File: config.mk
export PLATFORM = sky130hd
export DESIGN_NAME = fpa_frag_unit
export DESIGN_NICKNAME = d
export VERILOG_FILES = /design/src/sv/fpa_pkg.sv /design/src/sv/fpa_frag_unit.sv
export SDC_FILE = /design/constraint.sdc
export NUM_CORES = 1
export LEC_CHECK = 0
export BUFFER_PORTS_ARGS = -buffer_cell sky130_fd_sc_hd__buf_2
export CAP_MARGIN = 20
export CORE_MARGIN = 2
export CORE_UTILIZATION = 60
export CTS_BUF_LIST = sky130_fd_sc_hd__clkbuf_4
export CTS_CLUSTER_DIAMETER = 100
export DETAILED_ROUTE_END_ITERATION = 8
export GPL_ROUTABILITY_DRIVEN = 0
export PLACE_DENSITY = 0.83
export SLEW_MARGIN = 5
export SYNTH_ARGS = -nofsm -noshare
export SYNTH_HDL_FRONTEND = slang
export SYNTH_SLANG_ARGS = --single-unit
export TNS_END_PERCENT = 30
File: constraint.sdc
create_clock -name clk -period 5.9 [get_ports clk]
set_clock_uncertainty 0.05 [all_clocks]
set_input_delay 0.295 -clock clk [delete_from_list [all_inputs] [get_ports clk]]
set_output_delay 0.295 -clock clk [all_outputs]
set_load 0.01 [all_outputs]
File: src/sv/fpa_pkg.sv
// Package of the fixed partition allocator: field widths, codes and beat types.
// Used by the fragmentation unit, the top level and the checker; depends on nothing.
`timescale 1ns / 1ps
`default_nettype none

package fpa_pkg;

    localparam int MAX_PARTITIONS_DEF = 64;

    localparam int SIZE_W   = 13;
    localparam int COUNT_W  = 7;
    localparam int ID_W     = 16;
    localparam int PIDX_W   = 6;
    localparam int ADDR_W   = 18;
    localparam int FRAG_W   = 14;
    localparam int STAT_W   = 2;
    localparam int PROD_W   = SIZE_W + FRAG_W;
    localparam int ENTRY_W  = ID_W + SIZE_W;
    localparam int CFG_IDX_W = 1;

    localparam logic [FRAG_W-1:0] FRAG_SCALE = FRAG_W'(10000);
    localparam logic [SIZE_W-1:0] PSIZE_RESET = SIZE_W'(4096);
    localparam logic [COUNT_W-1:0] PCOUNT_RESET = COUNT_W'(64);
    localparam logic [ID_W-1:0] ID_FIRST = ID_W'(1);

    typedef enum logic {
        MODE_ALLOC = 1'b0,
        MODE_FREE  = 1'b1
    } mode_t;

    typedef enum logic [STAT_W-1:0] {
        STAT_ALLOC    = 2'd0,
        STAT_NOFIT    = 2'd1,
        STAT_FREED    = 2'd2,
        STAT_NOTFOUND = 2'd3
    } status_t;

    typedef enum logic [CFG_IDX_W-1:0] {
        CFG_PART_SIZE  = 1'b0,
        CFG_PART_COUNT = 1'b1
    } cfg_idx_t;

    typedef struct packed {
        mode_t             mode;
        logic [SIZE_W-1:0] request_size;
        logic [ID_W-1:0]   free_id;
    } req_t;

    typedef struct packed {
        status_t           status;
        logic [ID_W-1:0]   process_id;
        logic [PIDX_W-1:0] partition_index;
        logic [ADDR_W-1:0] start_address;
        logic [SIZE_W-1:0] used_size;
        logic [FRAG_W-1:0] fragmentation;
    } rsp_t;

    // Command to the fragmentation unit.
    typedef struct packed {
        logic              start;
        logic [SIZE_W-1:0] part_size;
        logic [SIZE_W-1:0] req_size;
    } frag_cmd_t;

    // Answer of the fragmentation unit.
    typedef struct packed {
        logic              done;
        logic [FRAG_W-1:0] frag;
    } frag_rsp_t;

endpackage

`default_nettype wire

File: src/sv/fpa_frag_unit.sv
// Fragmentation unit: (size - request) * 10000 / size by one multiply and a
// restoring divide of one quotient bit per cycle. Depends on fpa_pkg.
`timescale 1ns / 1ps
`default_nettype none

module fpa_frag_unit import fpa_pkg::*; (
    input  wire logic      clk,
    input  wire logic      rst_n,
    input  wire frag_cmd_t cmd,
    output frag_rsp_t      rsp
);

    typedef enum logic [1:0] {
        F_IDLE,
        F_MUL,
        F_DIV
    } fstate_t;

    localparam int CNT_W = $clog2(FRAG_W);

    fstate_t             state_reg;
    logic [SIZE_W-1:0]   diff_reg;
    logic [SIZE_W-1:0]   div_reg;
    logic [SIZE_W-1:0]   rem_reg;
    logic [FRAG_W-1:0]   quo_reg;
    logic [CNT_W-1:0]    cnt_reg;
    logic                done_reg;

    logic [PROD_W-1:0]   prod;
    logic [SIZE_W:0]     trial;
    logic                qbit;

    // The quotient is below 2^FRAG_W, so the top bits of the product are
    // already below the divisor and serve as the first partial remainder.
    assign prod  = PROD_W'(diff_reg) * PROD_W'(FRAG_SCALE);
    assign trial = {rem_reg, quo_reg[FRAG_W-1]};
    assign qbit  = (trial >= {1'b0, div_reg});

    always_ff @(posedge clk or negedge rst_n)
    begin
        if (!rst_n)
        begin
            state_reg <= F_IDLE;
            done_reg  <= 1'b0;
            cnt_reg   <= '0;
        end
        else
        begin
            // The answer is flagged for one cycle after the last quotient bit.
            done_reg <= (state_reg == F_DIV) && (cnt_reg == CNT_W'(FRAG_W - 1));
            case (state_reg)
                F_IDLE:
                begin
                    if (cmd.start)
                    begin
                        diff_reg  <= cmd.part_size - cmd.req_size;
                        div_reg   <= cmd.part_size;
                        state_reg <= F_MUL;
                    end
                end
                F_MUL:
                begin
                    rem_reg   <= prod[PROD_W-1:FRAG_W];
                    quo_reg   <= prod[FRAG_W-1:0];
                    cnt_reg   <= '0;
                    state_reg <= F_DIV;
                end
                F_DIV:
                begin
                    if (qbit)
                    begin
                        rem_reg <= SIZE_W'(trial - {1'b0, div_reg});
                    end
                    else
                    begin
                        rem_reg <= trial[SIZE_W-1:0];
                    end
                    quo_reg <= {quo_reg[FRAG_W-2:0], qbit};
                    cnt_reg <= cnt_reg + 1'b1;
                    if (cnt_reg == CNT_W'(FRAG_W - 1))
                    begin
                        state_reg <= F_IDLE;
                    end
                end
                default:
                begin
                    state_reg <= F_IDLE;
                end
            endcase
        end
    end

    assign rsp.done = done_reg;
    assign rsp.frag = quo_reg;

endmodule

`default_nettype wire

Yosys cells after proc, flatten, opt, wreduce, memory -nomap -nowiden:

Index checks and enable logic that the tools add are counted.

* flip-flop bits (word level): 60
* input port bits: 29
* output and inout port bits: 15
* logic and storage cells: 30

* add/subtract/negate cells: 3
* $mul: 1
* $lt $le $gt $ge: 1
* equal/unequal tests: 5
* multiplexer cells: 7
* reductions and logical operators: 6

Operators by type and width (count)
* 14-bit one-hot mux with 2 select lines: 1
* 13-bit one-hot mux with 2 select lines: 1
* 13-bit subtractor: 2
* 13-bit by 10-bit multiplier with 23-bit output, second input constant: 1
* 14-bit by 13-bit >= comparator with 1-bit output: 1
* 13-bit two-way mux: 1
* 4-bit one-hot mux with 2 select lines: 1
* 2-bit one-hot mux with 3 select lines: 1
* 4-bit by 1-bit adder with 4-bit output, second input constant: 1
* 4-bit == test, second input constant: 1
* 2-bit two-way mux: 2
* 2-bit AND reduction: 2
* 3-bit AND reduction: 1
* 2-bit by 1-bit == test with 1-bit output, second input constant: 1
* 2-bit == test, second input constant: 1
* 2-bit logical NOT: 1
* 2-bit by 1-bit != test with 1-bit output, second input constant: 1
* 2-bit != test, second input constant: 1
* 2-bit nonzero test: 1
* 1-bit logical AND: 1

Logic depth before layout (Yosys ltp):

* depth after elaboration: 3
* depth in mapped cells: 20

Worst setup path before layout:

No wires, ideal clock.

* path kind: register -> register
* from: register diff_reg[4]
* to: register rem_reg[12] (data pin)
* setup time: 0.261 ns
* arrival: 4.495 ns
* setup slack: 1.094 ns
* stages on the path, launching flop included: 20
* buffers on the path: 0
* clock period less this slack: 4.806 ns
* cell sequence: edfxtp_1 inv_1 fa_1 inv_1 ha_1 inv_1 fa_1 inv_1 ha_1 inv_1 fa_1 inv_1 ha_1 or4_4 o21ai_2 o311ai_1 o41a_1 a31oi_1 xor2_1 mux2i_1

* word-level cells in the longest chain between the ends: 2

RTL lines
* from (decl): line fpa_frag_unit.sv:22 `logic [SIZE_W-1:0] diff_reg;`
* from (signal assigned): line fpa_frag_unit.sv:56 `diff_reg <= cmd.part_size - cmd.req_size;`
* 13-bit by 10-bit multiplier with 23-bit output: line fpa_frag_unit.sv:35 `assign prod = PROD_W'(diff_reg) * PROD_W'(FRAG_SCALE);`
* 13-bit one-hot mux with 2 select lines: line fpa_frag_unit.sv:51 `case (state_reg)`
* to (signal assigned): line fpa_frag_unit.sv:63 `rem_reg <= prod[PROD_W-1:FRAG_W];`
* to (signal assigned): line fpa_frag_unit.sv:72 `rem_reg <= SIZE_W'(trial - {1'b0, div_reg});`
* to (signal assigned): line fpa_frag_unit.sv:76 `rem_reg <= trial[SIZE_W-1:0];`
* to (decl): line fpa_frag_unit.sv:24 `logic [SIZE_W-1:0] rem_reg;`

No other way between the ends.
A chain may end at the register's enable or synchronous reset.

Worst setup path after layout:

* from: register diff_reg[4]
* to: register rem_reg[9] (data pin)

Same word-level chain as after synthesis.

==> out/results.tsv <==
stage	metric	value	unit
outcome	status	finished clean	
setup_path	Worst setup EP type	register	
final_layout	multi-input combinational cell area	3307	um2
setup_path	Crit Path Class	reg2reg	
synthesis	post-synthesis sequential area ratio	31.80	%
final_layout	diode count	0	
route	Routed Antenna Nets	0	
synthesis	Mapped Avg Cell Area	9.781	um2
route	via count	4069	
global_routing	GRT overflow	0	
run	max-cap check violation count	0	
route	Vias per Instance	5.529	
power	internal power	2.051	mW
power	Seq pwr share	20.6	%
route	DR WL/cell	15.06	um
synthesis	Ys Warns	0	
timing	RSZ-0062 raised after global routing	false	
floorplan	die width	100.2	um
clock_network	CTS max path bufs	2	
floorplan	Ports	44	
synthesis	Yosys reg bits	60	
setup_path	worst-path fanout max	3	
placement	# port buffers	43	
setup_path	nature of the critical path startpoint	register	
hold_path	Hold Crit Class	in2reg	
floorplan	Die H	100.2	um
clock_network	clock-pin slew on the worst setup and hold paths	100	ps
synthesis	Synth Flop Type	edfxtp_1	
timing	WHS	26.77	ps
clock_network	Gates resized, CTS repair	0	
timing	setup_tns	0	ps
global_routing	first-pass GRT wire length	18160	um
timing	final number of setup-violating endpoints	0	
synthesis	Post-synth EDFFs	53	
floorplan	die area	10050	um2
placement	dpl hpwl	8832	um
clock_network	clk sinks	60	
clock_network	Clock Latency Late Sink	420	ps
power	VDD IR max	280.4	uV
timing	Slew Limit Fails	0	
final_layout	fin util	67.12	%
timing	Worst-Margin Slew	529.6	ps
timing	final period utilization	88.48	%
synthesis	syn_nets	716	
power	clock power share	9.9	%
timing	Max Clk Rate	191.6	MHz
timing	Final Hold Viols	0	
synthesis	Post-Syn Area	5555	um2
timing	minimum clock period	5220	ps
clock_network	H-tree levels	3	
global_routing	antenna violations before repair	0	
route	DRT iter0 DRCs	122	
route	DR DRC count	0	
clock_network	CTS tree	done	
final_layout	fillers	688	
global_routing	pin count of the biggest net entering global routing	44	
final_layout	max reg flops	14	
route	final wirelength	11080	um
power	Leak	3.024	nW
placement	dpl ws	766.5	ps
clock_network	post-CTS setup repair buffer count	0	
floorplan	row cnt	35	
power	combinational share of power	69.5	%
power	switching pwr	1.733	mW
timing	max_slew headroom	63.78	%
power	Sw Ratio	45.80	%
final_layout	Area growth syn-to-layout	10.04	%
global_routing	number of global-route vias before repair	4101	
route	1st-pass router iterations	4	
setup_path	CP required	6010	ps
synthesis	count of mapped cells out of synthesis	568	
final_layout	proportion of layout cells with a drive suffix above 1	11.84	%
synthesis	FFs w/ async S/R, synth	11.67	%
final_layout	nets	768	
floorplan	Starting Density	60.99	%
clock_network	Root Buffer Master	clkbuf_4	
synthesis	Yosys cell types	49	
final_layout	register area	1767	um2
timing	setup slack after layout	679.6	ps
clock_network	clock buffer count from CTS	9	
global_routing	gr usage total	23.10	%
floorplan	core box area	9109	um2
power	power density of the placed cells	618.8	nW/um2
setup_path	Critical Path AT	5330	ps
## kinds of logic (layout without fill, tap and decap cells)
kind of cell / after synthesis / count (layout) / share of synthesized area [%]
adder cells (fa/ha/maj): 119 / 119 / 30.59
AO/OA/AOI/OAI: 114 / 114 / 12.52
multiplexers: 13 / 13 / 2.455
buffers and inverters: 127 / 184 / 8.671
AND/OR/NAND/NOR: 105 / 105 / 9.234
XOR/XNOR: 30 / 30 / 4.730
flip-flops: 60 / 60 / 31.80
## power by group through the flow
stage / sequential (mW) / combinational (mW) / clock [mW]
after floorplan: 0.790 / 2.03 / 0
after global placement: 0.777 / 2.46 / 0
after detailed placement: 0.787 / 2.57 / 0
after CTS: 0.777 / 2.61 / 0.381
after global routing: 0.791 / 3.00 / 0.400
final: 0.779 / 2.63 / 0.374
## repair_timing
action                                  CTS  global route
endpoints found under the setup margin    0             0
hold endpoints to repair                  7             2
hold buffers                              1             2
## stage by stage
stage                     cell area [um2]  power (mW)  std cells
final                                6113       3.783        736
after floorplan                      5555       2.819        568
after global routing                 6113       4.188        736
after global placement               5901       3.237        717
after CTS                            6093       3.768        734
after detailed placement             5901       3.356        717
## final cells by class
class / count / area share (%)
clock buffers: 9 / 1.105
clock inverters: 7 / 1.883
inverters: 118 / 7.245
multi-input cells: 381 / 54.09
flip-flops and latches: 60 / 28.90
well taps: 111 / 2.272
repair buffers: 50 / 4.503
## synth_stat cells, drive strengths merged (2+ instances only)
library cell    n  area, um2
a211oi          6      45.04
clkbuf          7      26.28
nor3            4      20.02
or2             3      18.77
and4            2      17.52
nor2           22      82.58
o21a            5      37.54
or3             4      25.02
mux2            5      56.30
nand2          35      131.4
xnor2          17      148.9
a21o            7      52.55
a21oi          29      145.1
edfxtp         53       1592
buf             2      12.51
and2            6      37.54
o21ai          39      198.9
mux2i           8      80.08
dfrtp           7      175.2
a31o            2      17.52
nand4           2      12.51
ha             91       1139
o31ai           5      37.54
inv           117      439.2
o211ai          5      37.54
o311ai          2      17.52
o21bai          3      22.52
nor2b           7      43.79
nand3           8      40.04
and3            4      25.02
a31oi           5      31.28
nor4            3      18.77
nand2b          2      12.51
xor2           13      113.9
fa             28      560.5
## worst max-delay path, cell delays in order (launching register included)
cell      delay (ps)
edfxtp_1         400
inv_1            120
fa_1             550
inv_1             40
ha_1             280
inv_1             60
fa_1             520
inv_1             40
ha_1             260
inv_1             50
fa_1             490
inv_1             40
ha_1             330
o21ai_0          230
a21oi_1          100
a21oi_1          270
o21ai_0          220
or2_2            330
a41oi_1          270
xor2_1           190
mux2i_1          100
## final timing paths
check,start,end,slack [ps],cells after the start
min,cmd[16],div_reg[3]$_DFFE_PP_,30,1
min reg2reg,cnt_reg[0]$_DFFE_PN0N_,cnt_reg[0]$_DFFE_PN0N_,500,1
min in group asynchronous,rst_n,cnt_reg[0]$_DFFE_PN0N_,180,2
max,diff_reg[4]$_DFFE_PP_,rem_reg[9]$_DFFE_PP_,680,20
max reg2reg,diff_reg[4]$_DFFE_PP_,rem_reg[9]$_DFFE_PP_,680,20
max in group asynchronous,rst_n,done_reg$_DFF_PN0_,5440,2
## placed cells by master (no fill, tap or decap), types with 4 or more instances in the layout
master    synthesis  routed
and2_1            6       6
o21ai_0          37      37
dfrtp_1           7       7
nand3_1           8       8
o21a_1            5       5
inv_1           117     117
nor3_1            4       4
or3_1             4       4
a21o_1            7       7
a31oi_1           5       5
edfxtp_1         53      53
mux2i_1           8       8
buf_2             1      43
xor2_1           13      13
nor2_1           22      22
a211oi_1          6       6
and3_1            4       4
clkbuf_4          0       9
a21oi_1          29      29
o31ai_1           5       5
fa_1             28      28
mux2_2            5       5
xnor2_1          17      17
ha_1             91      91
buf_4             1       4
nor2b_1           7       7
nand2_1          35      35
o211ai_1          5       5
## per-layer routing
layer  GRT usage, %  vias up  wire length (um)
met5              0        -                 0
met4          6.217        0               182
met3          6.546       14               525
met2          41.25       83              5513
met1          27.24     1931              4862
li1               -     2041                 -
(Power assumes the default switching activity.)
