`config.mk`:
```
export PLATFORM = sky130hd
export DESIGN_NAME = fpa_ram
export DESIGN_NICKNAME = d
export VERILOG_FILES = /design/src/sv/fpa_ram.sv
export SDC_FILE = /design/constraint.sdc
export NUM_CORES = 1
export LEC_CHECK = 0
export BUFFER_PORTS_ARGS = -buffer_cell sky130_fd_sc_hd__buf_4
export CORE_ASPECT_RATIO = 1.75
export CORE_MARGIN = 1.5
export CORE_UTILIZATION = 37
export CTS_BUF_LIST = sky130_fd_sc_hd__clkbuf_8
export CTS_CLUSTER_DIAMETER = 120
export DETAILED_ROUTE_END_ITERATION = 8
export GPL_ROUTABILITY_DRIVEN = 0
export MAX_ROUTING_LAYER = met4
export PLACE_DENSITY = 0.51
export SLEW_MARGIN = 20
export SYNTH_ARGS = -nofsm -noshare
export SYNTH_HDL_FRONTEND = slang
export SYNTH_SLANG_ARGS = --single-unit
```
`constraint.sdc`:
```
create_clock -name clk -period 2.2 [get_ports clk]
set_clock_uncertainty 0.2 [all_clocks]
set_input_delay 0.11 -clock clk [delete_from_list [all_inputs] [get_ports clk]]
set_output_delay 0.11 -clock clk [all_outputs]
set_load 0.02 [all_outputs]
```
`src/sv/fpa_ram.sv`:
```
// Generic single-write, single-read RAM with a registered read port.
// No package dependency.
`timescale 1ns / 1ps
`default_nettype none

module fpa_ram #(
    parameter int WIDTH = 8,
    parameter int DEPTH = 64,
    localparam int AW = (DEPTH > 1) ? $clog2(DEPTH) : 1
) (
    input  wire logic             clk,
    input  wire logic             we,
    input  wire logic [AW-1:0]    waddr,
    input  wire logic [WIDTH-1:0] wdata,
    input  wire logic [AW-1:0]    raddr,
    output logic      [WIDTH-1:0] rdata
);

    logic [WIDTH-1:0] mem [DEPTH];

    always_ff @(posedge clk)
    begin
        if (we)
        begin
            mem[waddr] <= wdata;
        end
        rdata <= mem[raddr];
    end

endmodule

`default_nettype wire

```
=== Word level (Yosys, flattened, before mapping) ===
Memories as Yosys holds them, arrays and structs flattened. A register that Yosys moved wholly into a read port is not among the register bits.
Index checks and enable logic that the tools add are counted.

* Bits in registers: 0
* Bits in writable memories: 512
* Output and inout port bits: 8
* Memories kept: 1

{| class="wikitable"
|+ Memory list
! memory !! words !! bits a word !! rd ports !! clocked after memory_dff !! write ports !! line !! source
|-
| mem || 64 || 8 || 1 || 1 || 1 || 19 || <nowiki>logic [WIDTH-1:0] mem [DEPTH];</nowiki>
|}

* Multiplexer cells: 2

{| class="wikitable"
|+ Operators by type and width
! operator !! number
|-
| 2-to-1 mux 1 bit || 2
|}

=== Longest topological paths before layout ===
Gate-level depths: netlist of run 1.

* Word-level depth: 2
* Depth in mapped cells: 9

=== Worst setup path after synthesis of run 1 ===
OpenSTA, ideal clock, no wires.

* Path kind: input -> register
* Start point: in raddr[1]
* End point: reg rdata[3] (read register of mem)
* Setup time: 0.128 ns
* Arrival time: 1.650 ns
* Setup slack: 0.222 ns
* Stages: 7
* Path through: buf_4 -> buf_2 -> buf_2 -> mux4_2 -> mux4_2 -> o21ai_1 -> o41ai_1

{| class="wikitable"
|+ RTL lines
! what !! line !! source
|-
| start: declaration || 15 || <nowiki>input wire logic [AW-1:0] raddr,</nowiki>
|-
| end: declaration || 16 || <nowiki>output logic [WIDTH-1:0] rdata</nowiki>
|}

==> metrics.csv, run 1 <==
stage;metric;value;unit
outcome;run_status;completed;
critical_path;cpMostUsedCell;sky130_fd_sc_hd__mux4_2;
power_and_ir_drop;p_clk_frac;0.371;
die;die_width;179;µm
die;rows;113;
clock_network;clk_pin_slew;0.06;ns
detailed_routing;router_iterations_before_antenna_repair;6;
clock_network;cts_made_buffers;73;
yosys;most_area_hungry_cell_type_in_the_yosys_netlist;sky130_fd_sc_hd__edfxtp_1;
critical_path;arrival;2.44;ns
power_and_ir_drop;net-switching-power;4.29;mW
clock_network;clock_tree_from_tritoncts;done;
detailed_routing;drt-wirelength-per-cell;26.6;µm
timing;timing.final.hold_violations;0;
yosys;synth_area_per_cell;21.5;µm²
final_layout;area_delta_synth_final;18.0;%
final_layout;final_net_count;1182;
detailed_routing;post-route-drc-count;0;
clock_network;post_cts_setup_inserts;0;
global_route;grtUsageTotal;0.191;
global_route;global_route.usage.met2;0.351;
critical_path;critical-path-max-stage-delay;0.52;ns
place;port_buffers;29;
timing;post-route-period-util;0.970;
final_layout;layout_cell_share_with_drive_strength_beyond_1;0.342;
detailed_routing;detailed_router_s_first_iteration_violation_count;771;
global_route;first_global_vias;10800;
power_and_ir_drop;pwr-share-comb;0.063;
yosys;synthDistinctLibCells;40;
yosys;netlist.area_leader.share;0.762;
critical_path;critical_path.reg2reg.startpoint;mem[2][0];
power_and_ir_drop;internal_power;15.1;mW
critical_path;timing.critical_path.required;2.51;ns
clock_network;clk_root_buffer_cell;sky130_fd_sc_hd__clkbuf_8;
yosys;mapped_cell_area;20200;µm²
critical_path;crit_path_launch;mem[2][0];
yosys;synthesis.nets;962;
die;design.portCount;30;
place;detailedPlacementHpwl;33900;µm
timing;rsz0062_at_grt;false;
global_route;overflow_after_grt;0;
yosys;fraction_of_the_yosys_area_taken_by_sequential_cells;0.770;
timing;achievable-frequency;468;MHz
global_route;gr-max-usage-layer;met2;
die;coreArea;54000;µm²
clock_network;number_of_buffers_on_the_longest_clock_path;3;
clock_network;worst_skew_pair.late_latency;0.65;ns
global_route;largest_net_degree_at_the_start_of_global_routing;65;
detailed_routing;route.vias.total;10100;
power_and_ir_drop;static-leakage-power;7.76;nW
timing;final-max-slew-violation-count;0;
timing;max_slew.worst_pin.slew;0.776;ns
timing;timing.slew.headroom;0.483;
detailed_routing;wirelength;50700;µm
global_route;grt_first_pass_wirelength;73800;µm
timing;setup_violations;0;
die;chipHeight;312;µm
power_and_ir_drop;irDropWorstVdd;0.000410;V
critical_path;startpoint_type;flip-flop;
yosys;ys_seq_elements;520;
power_and_ir_drop;power.density;816;nW/µm²
die;die_area;56000;µm²
critical_path;timing_worst_setup_path_type;flip-flop to flip-flop;
die;initial_utilization;0.373;
min_path;hold_path_startpoint;waddr[3];
critical_path;cp-end-kind;flip-flop;
critical_path;worst_path_max_delay_cell;sky130_fd_sc_hd__mux4_2;
yosys;synthTopCellsByArea;sky130_fd_sc_hd__edfxtp_1, sky130_fd_sc_hd__mux4_2, sky130_fd_sc_hd__nor2_1, sky130_fd_sc_hd__mux2i_1, sky130_fd_sc_hd__dfxtp_1;
critical_path;critical_path.cell_chain;mux4_2, mux4_2, nor2_2, nor3_1, o2bb2ai_1;
final_layout;post-route-cell-area;23800;µm²
detailed_routing;route.detailed.vias_per_inst;5.29;
job;maxCapViolCount;0;
global_route;met3_usage;0.0325;
detailed_routing;route.antenna.remaining_nets;0;
clock_network;tritoncts_sinks;520;
global_route;grt_use_met1;0.199;
yosys;synthesis_warning_total;0;
power_and_ir_drop;power_frac_seq;0.566;
min_path;worst_hold_path_type;primary input to flip-flop;
final_layout;final_util;0.441;
clock_network;cts_htree_levels;3;
yosys;netlist_instances;940;
global_route;antenna_found_initial;1;
power_and_ir_drop;power_switching_share;0.221;
critical_path;critPathMaxFanout;1;
timing;final_period_minus_worst_setup_slack;2.14;ns
place;dpl-instance-area;22200;µm²
-- metrics by stage --
stage | cells | power [mW] | TNS (ns) | worst slack (ns) | hold WS, ns
floorplan | 940 | 11.8 | 0 | 0.222 | 0.00887
global placement | 1755 | 12.4 | -1.59 | -0.379 | 0.314
detailed placement | 1755 | 12.4 | -1.62 | -0.370 | 0.312
CTS | 1903 | 19.7 | 0 | 0.00878 | 0.0578
global route | 1904 | 20.1 | 0 | 0.0111 | 0.0888
finish | 1904 | 19.4 | 0 | 0.0649 | 0.0767
-- worst max-delay path: cells and delay by family, from the launching register on --
family	cells	cell delay (ns)
AND/OR/NAND/NOR	2	0.28
AO/OA/AOI/OAI	1	0.14
flip-flops	1	0.37
multiplexers	2	1.02
-- layout make-up --
class                   count  area, µm²
flip-flops and latches    520      15500
fillers                  4746      30200
repair buffers            196       1690
diodes                      1       2.50
clock buffers              79       1090
multi-input cells         369       4340
clock inverters            49        284
well taps                 690        863
-- cell usage after synthesis --
cell and count:
sky130_fd_sc_hd__buf_6 4, sky130_fd_sc_hd__o221a_2 2, sky130_fd_sc_hd__or3_1 1, sky130_fd_sc_hd__mux2_2 13, sky130_fd_sc_hd__mux2i_1 23, sky130_fd_sc_hd__o32ai_1 2, sky130_fd_sc_hd__nor2b_1 14, sky130_fd_sc_hd__a21oi_1 3
sky130_fd_sc_hd__nor4_1 2, sky130_fd_sc_hd__clkbuf_1 17, sky130_fd_sc_hd__o311ai_1 1, sky130_fd_sc_hd__nand2_1 19, sky130_fd_sc_hd__nor2_1 83, sky130_fd_sc_hd__buf_12 2, sky130_fd_sc_hd__a31oi_1 1, sky130_fd_sc_hd__nand3b_1 3
sky130_fd_sc_hd__o21ai_1 2, sky130_fd_sc_hd__nor3_1 7, sky130_fd_sc_hd__and2_1 1, sky130_fd_sc_hd__buf_2 11, sky130_fd_sc_hd__o2111ai_1 3, sky130_fd_sc_hd__o2bb2ai_1 3, sky130_fd_sc_hd__nand4_1 2, sky130_fd_sc_hd__a22oi_1 3
sky130_fd_sc_hd__a2111oi_0 2, sky130_fd_sc_hd__edfxtp_1 512, sky130_fd_sc_hd__o21ai_0 2, sky130_fd_sc_hd__nand3_1 13, sky130_fd_sc_hd__nand4b_1 1, sky130_fd_sc_hd__a221oi_1 6, sky130_fd_sc_hd__a211oi_1 4, sky130_fd_sc_hd__o221ai_1 8
sky130_fd_sc_hd__nand2b_1 7, sky130_fd_sc_hd__buf_1 4, sky130_fd_sc_hd__mux4_2 126, sky130_fd_sc_hd__o21a_1 2, sky130_fd_sc_hd__buf_4 13, sky130_fd_sc_hd__dfxtp_1 8, sky130_fd_sc_hd__o22ai_1 8, sky130_fd_sc_hd__o41ai_1 2
-- sequential cells by signal, indices dropped and copies added (netlist names) --
| register | cells |
|---|---|
| mem | 512 |
| rdata | 8 |
-- worst paths after layout --
kind | to | slack [ns] | cells after the start
worst max-delay path | rdata[0] | 0.06 | 5
worst min-delay path | mem[50][7] | 0.08 | 5
worst max register to register | rdata[0] | 0.06 | 5
worst min register to register | rdata[1] | 0.66 | 4
-- routing by layer --
layer,up-vias,wire length (µm)
met5,-,0
met4,0,1810
met3,87,2130
met2,268,28700
met1,5344,18000
li1,4373,-
-- cells by family after synthesis --
family                 count (synthesis)  synth area share
multiplexers                         162             0.159
AO/OA/AOI/OAI                         54            0.0207
buffers and inverters                 51            0.0157
flip-flops                           520             0.770
AND/OR/NAND/NOR                      153            0.0339
-- power groups by stage --
stage	registers [mW]	logic [mW]	clock network (mW)
2_1_floorplan	11.2	0.584	0
3_3_place_gp	11.2	1.21	0
3_5_place_dp	11.2	1.22	0
4_1_cts	11.0	1.25	7.45
5_1_grt	11.0	1.30	7.84
6_report	11.0	1.22	7.21
-- cell usage in the layout, fill, tap and decap left out, drive strengths merged, types with 13 or more instances in the layout --
cell type | Yosys | layout
buf | 34 | 175
clkbuf | 17 | 80
clkinv | 0 | 24
dlygate4sd3 | 0 | 20
edfxtp | 512 | 512
inv | 0 | 19
mux2 | 13 | 13
mux2i | 23 | 23
mux4 | 126 | 126
nand2 | 19 | 19
nand3 | 13 | 13
nor2 | 83 | 83
nor2b | 14 | 14
-- timing repair --
item                                    in CTS  in global routing
gates resized for setup                      4                  2
pin swaps                                    0                  0
hold endpoints to repair                   586                  0
endpoints found under the setup margin       4                  2
hold buffers                                20                  0
(Power assumes the default switching activity.)
==> inputs of run 2 (changes only) <==
--- a/config.mk
+++ b/config.mk
@@ -14,7 +14,7 @@
 export DETAILED_ROUTE_END_ITERATION = 8
 export GPL_ROUTABILITY_DRIVEN = 0
 export MAX_ROUTING_LAYER = met4
-export PLACE_DENSITY = 0.51
+export PLACE_DENSITY = 0.52
 export SLEW_MARGIN = 20
 export SYNTH_ARGS = -nofsm -noshare
 export SYNTH_HDL_FRONTEND = slang
==> constraint.sdc (replaced) <==
create_clock -name clk -period 1.85 [get_ports clk]
set_clock_uncertainty 0.2 [all_clocks]
set_input_delay 0.0925 -clock clk [delete_from_list [all_inputs] [get_ports clk]]
set_output_delay 0.0925 -clock clk [all_outputs]
set_load 0.02 [all_outputs]
==> run 2 against run 1 <==
Effect of this change: the flow now finishes with violations (negative setup slack); total power is 17% higher; critical path depth stayed put; sequential power is 19% higher; global-route usage is 0.44 points higher; worst setup slack worse by 0.32 ns; utilization is 0.54 points higher; routed wire length is 1.6% higher.
==> metrics.csv, run 2 (synthesized netlist as in run 1, its figures left out) <==
stage;metric;value;unit
outcome;run_status;finished, violations left;
outcome;violations;negative setup slack;
timing;max_slew.worst_pin.slew;0.748;ns
die;die_area;56000;µm²
clock_network;clk_root_buffer_cell;sky130_fd_sc_hd__clkbuf_8;
detailed_routing;route.vias.total;10200;
clock_network;cts_htree_levels;3;
power_and_ir_drop;static-leakage-power;7.92;nW
final_layout;final_common_cell;sky130_fd_sc_hd__edfxtp_1;
timing;achievable-frequency;475;MHz
clock_network;cts_made_buffers;73;
power_and_ir_drop;internal_power;17.5;mW
power_and_ir_drop;power_frac_seq;0.577;
die;chipHeight;312;µm
die;design.portCount;30;
final_layout;final-seq-area;15500;µm²
critical_path;cp-end-kind;flip-flop;
place;dpl-instance-area;22500;µm²
power_and_ir_drop;p_clk_frac;0.354;
final_layout;multiInputGateArea;4480;µm²
timing;final_period_minus_worst_setup_slack;2.11;ns
die;die_width;179;µm
detailed_routing;top_layer;met4;
global_route;grt_first_pass_wirelength;76200;µm
global_route;first_global_vias;11200;
clock_network;clock_tree_from_tritoncts;done;
detailed_routing;drt-wirelength-per-cell;26.6;µm
final_layout;filler_cell_count;4671;
die;initial_utilization;0.373;
power_and_ir_drop;net-switching-power;5.19;mW
timing;fin_hold_ws;0.0374;ns
final_layout;reg.largest.list;mem x512, rdata x8;
final_layout;regMostFlops;mem;
timing;rsz0062_at_grt;true;
timing;final-max-slew-violation-count;0;
detailed_routing;wl_met2;28800;µm
final_layout;largest_register_ffs;512;
timing;timing.final.hold_violations;0;
global_route;largest_net_degree_at_the_start_of_global_routing;65;
final_layout;layout_common_cells;sky130_fd_sc_hd__edfxtp_1, sky130_fd_sc_hd__buf_4, sky130_fd_sc_hd__mux4_2, sky130_fd_sc_hd__nor2_1, sky130_fd_sc_hd__clkbuf_8;
die;coreArea;54000;µm²
place;detailedPlacementHpwl;34500;µm
power_and_ir_drop;power.density;941;nW/µm²
detailed_routing;detailed_router_s_first_iteration_violation_count;803;
place;port_buffers;29;
min_path;hold_path_startpoint;raddr[3];
timing;final_critical_path_setup_slack;-0.257;ns
clock_network;clk_pin_slew;0.07;ns
critical_path;worstReg2RegEnd;rdata[0];
critical_path;critPathMaxFanout;1;
final_layout;final_net_count;1211;
timing;setup_violations;8;
timing;post-route-period-util;1.14;
min_path;worst_hold_path_type;primary input to flip-flop;
detailed_routing;route.antenna.remaining_nets;0;
critical_path;arrival;2.41;ns
detailed_routing;route.detailed.vias_per_inst;5.27;
clock_network;worst_skew_pair.late_latency;0.65;ns
critical_path;startpoint_type;flip-flop;
detailed_routing;wirelength_met1;18600;µm
global_route;antenna_found_initial;1;
detailed_routing;post-route-drc-count;0;
global_route;overflow_after_grt;0;
final_layout;layout_cell_share_with_drive_strength_beyond_1;0.363;
die;rows;113;
detailed_routing;dr_wl_met3;1910;µm
critical_path;timing.critical_path.required;2.16;ns
timing;timing.slew.headroom;0.501;
final_layout;post-route-cell-area;24100;µm²
detailed_routing;router_iterations_before_antenna_repair;7;
job;maxCapViolCount;0;
critical_path;reg2reg_setup_slack;-0.26;ns
critical_path;timing_worst_setup_path_type;flip-flop to flip-flop;
final_layout;area_delta_synth_final;19.5;%
detailed_routing;wirelength;51500;µm
critical_path;timing.reg2reg.worst_path_depth;5;
global_route;grtUsageTotal;0.195;
critical_path;critical_path.reg2reg.startpoint;mem[10][0];
power_and_ir_drop;power_switching_share;0.229;
clock_network;number_of_buffers_on_the_longest_clock_path;3;
power_and_ir_drop;pwr-share-comb;0.069;
clock_network;tritoncts_sinks;520;
power_and_ir_drop;irDropWorstVdd;0.000445;V
min_path;whs_path_depth;4;
min_path;min_to;rdata[5];
run 2: cell types whose count changed in the layout (fill, tap and decap cells not counted), moves of 3 or more:
cell,before,now
sky130_fd_sc_hd__clkinv_2,8,11
sky130_fd_sc_hd__inv_1,19,25
sky130_fd_sc_hd__bufinv_16,3,0
sky130_fd_sc_hd__buf_12,13,16
sky130_fd_sc_hd__buf_4,162,186
sky130_fd_sc_hd__mux2_2,13,9
sky130_fd_sc_hd__mux2_4,0,4
sky130_fd_sc_hd__clkbuf_8,80,76
run 2: critical path, cell delays in order, from the launching register on:
cell                        delay, ns
sky130_fd_sc_hd__edfxtp_1        0.37
sky130_fd_sc_hd__mux4_2          0.49
sky130_fd_sc_hd__mux4_2          0.52
sky130_fd_sc_hd__nor2_4          0.17
sky130_fd_sc_hd__nor3_4          0.08
sky130_fd_sc_hd__o2bb2ai_2       0.15
run 2: routing by layer:
metal  GRT usage  up-vias
met5           -        -
met4      0.0883        0
met3      0.0293      105
met2       0.356      229
met1       0.206     5432
li1            -     4430
run 2: power by group through the flow:
stage / sequential, mW / clock [mW] / combinational (mW)
after floorplan: 13.3 / 0 / 0.706
after global placement: 13.3 / 0 / 1.50
after detailed placement: 13.3 / 0 / 1.52
after CTS: 13.1 / 8.31 / 1.60
after global routing: 13.1 / 8.76 / 1.67
final: 13.1 / 8.03 / 1.57
run 2: worst max path at each step:
| stage | from | endpoint | slack, ns |
|---|---|---|---|
| after floorplan | mem[29][4] | rdata[4] | -0.0004 |
| after global placement | raddr[0] | rdata[0] | -0.76 |
| after detailed placement | raddr[0] | rdata[0] | -0.76 |
| after CTS | mem[10][0] | rdata[0] | -0.30 |
| after global routing | mem[10][0] | rdata[0] | -0.31 |
| final | mem[10][0] | rdata[0] | -0.26 |
run 2: timing repair:
action,in CTS,in global routing
hold endpoints to repair,585,0
pin swaps,5,1
setup buffers,0,0
resized for setup,26,6
hold buffers,22,0
setup endpoints to repair,8,16
run 2: cell type report:
cell class | count | area share
Clock buffer | 75 | 0.0428
Timing Repair Buffer | 225 | 0.0810
Multi-Input combinational cell | 369 | 0.186
Clock inverter | 55 | 0.00961
Sequential cell | 520 | 0.645
Antenna cell | 2 | 0.000208
Tap cell | 690 | 0.0358
run 2: per-stage QoR:
stage,util,TNS (ns),power (mW),setup WS (ns),instances
after floorplan,-,-0.000886,14.0,-0.000443,940
after global placement,0.416,-4.39,14.8,-0.764,1782
after detailed placement,0.416,-4.43,14.8,-0.760,1782
after CTS,0.446,-1.26,23.0,-0.301,1934
after global routing,0.446,-1.57,23.5,-0.308,1935
final,0.446,-1.09,22.7,-0.257,1936
==> inputs of run 3 (changes only) <==
--- a/config.mk
+++ b/config.mk
@@ -5,6 +5,7 @@
 export SDC_FILE = /design/constraint.sdc
 export NUM_CORES = 1
 export LEC_CHECK = 0
+export ABC_AREA = 1
 export BUFFER_PORTS_ARGS = -buffer_cell sky130_fd_sc_hd__buf_4
 export CORE_ASPECT_RATIO = 1.75
 export CORE_MARGIN = 1.5
==> run 3 against run 2 <==
Effect of this change: the run now ends clean; worst setup slack improved by 0.30 ns; register-to-register slack improved by 0.53 ns; largest power group unchanged; fmax rose by 16%.
==> metrics.csv, run 3 <==
stage;metric;value;unit
global_route;largest_net_degree_at_the_start_of_global_routing;65;
clock_network;cts_made_buffers;75;
timing;max_slew.worst_pin.slew;0.543;ns
critical_path;critical_path.reg2reg.startpoint;mem[39][5];
min_path;worst_hold_path_type;primary input to flip-flop;
yosys;synth_top_family_by_area;simple AND/OR/NAND/NOR gates;
die;coreArea;57000;µm²
final_layout;filler_cell_count;5281;
timing;achievable-frequency;552;MHz
timing;final-max-slew-violation-count;0;
yosys;post_synth_and_or_nand_nor_area_fraction;0.232;
yosys;ys_seq_elements;520;
yosys;synth_mux_area_frac;0;
detailed_routing;post-route-drc-count;0;
yosys;most_frequent_cells_after_synthesis;sky130_fd_sc_hd__nand2_1, sky130_fd_sc_hd__edfxtp_1, sky130_fd_sc_hd__nand3_1, sky130_fd_sc_hd__nor2_1, sky130_fd_sc_hd__buf_2;
min_path;whs_path_depth;9;
detailed_routing;route.vias.total;14100;
power_and_ir_drop;irDropWorstVdd;0.000379;V
die;die_area;59200;µm²
die;rows;116;
outcome;run_status;completed;
die;initial_utilization;0.374;
yosys;synth-compound-area-share;0;
power_and_ir_drop;power.density;950;nW/µm²
critical_path;critical_path.cell_chain;dlygate4sd3_1, buf_4, inv_1, nor4_1, dlygate4sd3_1, buf_4;
clock_network;worst_skew_pair.late_latency;0.67;ns
die;die_width;185;µm
timing;final_period_minus_worst_setup_slack;1.81;ns
detailed_routing;wirelength;59800;µm
critical_path;worst_path_max_delay_cell;sky130_fd_sc_hd__dlygate4sd3_1;
critical_path;critPathMaxFanout;9;
final_layout;final-seq-area;15500;µm²
job;maxCapViolCount;0;
timing;setup_violations;0;
final_layout;largest_register_ffs;512;
timing;timing.slew.headroom;0.638;
clock_network;tritoncts_sinks;520;
global_route;grt_first_pass_wirelength;88900;µm
global_route;first_global_vias;14300;
place;port_buffers;29;
clock_network;clk_pin_slew;0.06;ns
yosys;synthesis_warning_total;0;
yosys;fraction_of_the_yosys_area_taken_by_sequential_cells;0.728;
critical_path;worstReg2RegEnd;rdata[5];
clock_network;cts_htree_levels;3;
power_and_ir_drop;static-leakage-power;9.18;nW
yosys;synthXorXnorAreaFrac;0;
detailed_routing;route.antenna.remaining_nets;0;
critical_path;arrival;1.96;ns
final_layout;final_util;0.435;
critical_path;timing.critical_path.required;2.00;ns
timing;timing.final.hold_violations;0;
clock_network;clk_root_buffer_cell;sky130_fd_sc_hd__clkbuf_8;
critical_path;timing_worst_setup_path_type;primary input to flip-flop;
final_layout;layout_cell_share_with_drive_strength_beyond_1;0.138;
yosys;post_synth_edffs;512;
yosys;netlist.area_leader.share;0.720;
clock_network;clock_tree_from_tritoncts;done;
detailed_routing;drt-wirelength-per-cell;21.4;µm
final_layout;post-route-cell-area;24800;µm²
place;detailedPlacementHpwl;38200;µm
detailed_routing;router_iterations_before_antenna_repair;5;
clock_network;post_cts_setup_inserts;0;
timing;fin_hold_ws;0.0223;ns
yosys;post-synth-top-count-cell;sky130_fd_sc_hd__nand2_1;
die;design.portCount;30;
critical_path;critical-path-max-stage-delay;0.58;ns
min_path;hold_path_startpoint;raddr[2];
global_route;antenna_found_initial;1;
final_layout;multiInputGateArea;4950;µm²
clock_network;number_of_buffers_on_the_longest_clock_path;3;
yosys;synth_area_per_cell;11.8;µm²
detailed_routing;route.detailed.vias_per_inst;5.04;
yosys;synthesis.nets;1827;
yosys;yosys_most_used_dff;sky130_fd_sc_hd__edfxtp_1;
timing;setup-tns-final;0;ns
final_layout;layout_common_cells;sky130_fd_sc_hd__nand2_1, sky130_fd_sc_hd__edfxtp_1, sky130_fd_sc_hd__nand3_1, sky130_fd_sc_hd__buf_4, sky130_fd_sc_hd__clkbuf_8;
final_layout;regMostFlops;mem;
final_layout;final_net_count;1991;
final_layout;reg.largest.list;mem x512, rdata x8;
place;dpl-instance-area;23200;µm²
critical_path;cp-end-kind;flip-flop;
yosys;proportion_of_register_bits_with_asynchronous_set_or_reset_after_synthesis;0;
detailed_routing;detailed_router_s_first_iteration_violation_count;812;
final_layout;final_common_cell;sky130_fd_sc_hd__nand2_1;
yosys;yosys.area_share.adder;0;
critical_path;startpoint_type;primary input;
global_route;overflow_after_grt;0;
timing;post-route-period-util;0.979;
timing;rsz0062_at_grt;false;
die;chipHeight;321;µm
final_layout;area_delta_synth_final;16.4;%
yosys;mapped_cell_area;21300;µm²
global_route;grtUsageTotal;0.213;
power_and_ir_drop;design_power_total;23.6;mW
critical_path;reg2reg_setup_slack;0.27;ns
yosys;netlist_instances;1805;
min_path;min_to;rdata[2];
critical_path;timing.reg2reg.worst_path_depth;8;
yosys;synthDistinctLibCells;16;
yosys;most_area_hungry_cell_type_in_the_yosys_netlist;sky130_fd_sc_hd__edfxtp_1;
yosys;synthTopCellsByArea;sky130_fd_sc_hd__edfxtp_1, sky130_fd_sc_hd__nand2_1, sky130_fd_sc_hd__nand3_1, sky130_fd_sc_hd__buf_6, sky130_fd_sc_hd__nor2_1;
## run 3: stage by stage
step	instances	setup WS (ns)
floorplan	1805	-0.209
global placement	2639	-0.0491
detailed placement	2639	-0.0506
CTS	2795	0.0958
global route	2796	0.0145
finish	2796	0.0391
## run 3: final cells by class
| type | count | area share |
|---|---|---|
| clock buffer | 77 | 0.0427 |
| antenna | 1 | 0.000101 |
| sequential | 520 | 0.625 |
| tap | 767 | 0.0386 |
| clock inverter | 59 | 0.0136 |
| inverter | 12 | 0.00212 |
| timing repair buffer | 200 | 0.0783 |
| multi-input combinational | 1160 | 0.199 |
## run 3: repair_timing
action / CTS / global route
resized for setup: 0 / 0
hold buffers: 20 / 0
hold endpoints to repair: 658 / 0
## run 3: how the worst max path moves through the flow
| stage | startpoint | end | slack [ns] |
|---|---|---|---|
| after global placement | raddr[0] | rdata[1] | -0.05 |
| final | waddr[2] | mem[53][2] | 0.04 |
| after CTS | waddr[2] | mem[53][2] | 0.1 |
| after global routing | waddr[2] | mem[53][2] | 0.01 |
| after detailed placement | raddr[0] | rdata[1] | -0.05 |
| after floorplan | we | mem[48][0] | -0.21 |
## run 3: logic make-up after synthesis
| logic type | count (synthesis) |
|---|---|
| buffers and inverters | 125 |
| and+or+nand+nor | 1160 |
| DFF | 520 |
## run 3: power breakdown
group	internal [mW]	switching, mW
clock network	4.31	4.40
registers	13.0	0.0399
logic	0.568	1.25
total	17.9	5.69
## run 3: metal layers
layer	part of all wire	vias up	global-route usage
met1	0.38	6912	0.231
met2	0.54	377	0.383
met3	0.042	123	0.0283
met5	0	-	-
li1	-	6673	-
met4	0.043	0	0.0965
## run 3: worst max-delay path, delay by kind of cell
| kind | cells | cell delay, ns |
|---|---|---|
| and+or+nand+nor | 1 | 0.27 |
| buffers and inverters | 5 | 1.58 |
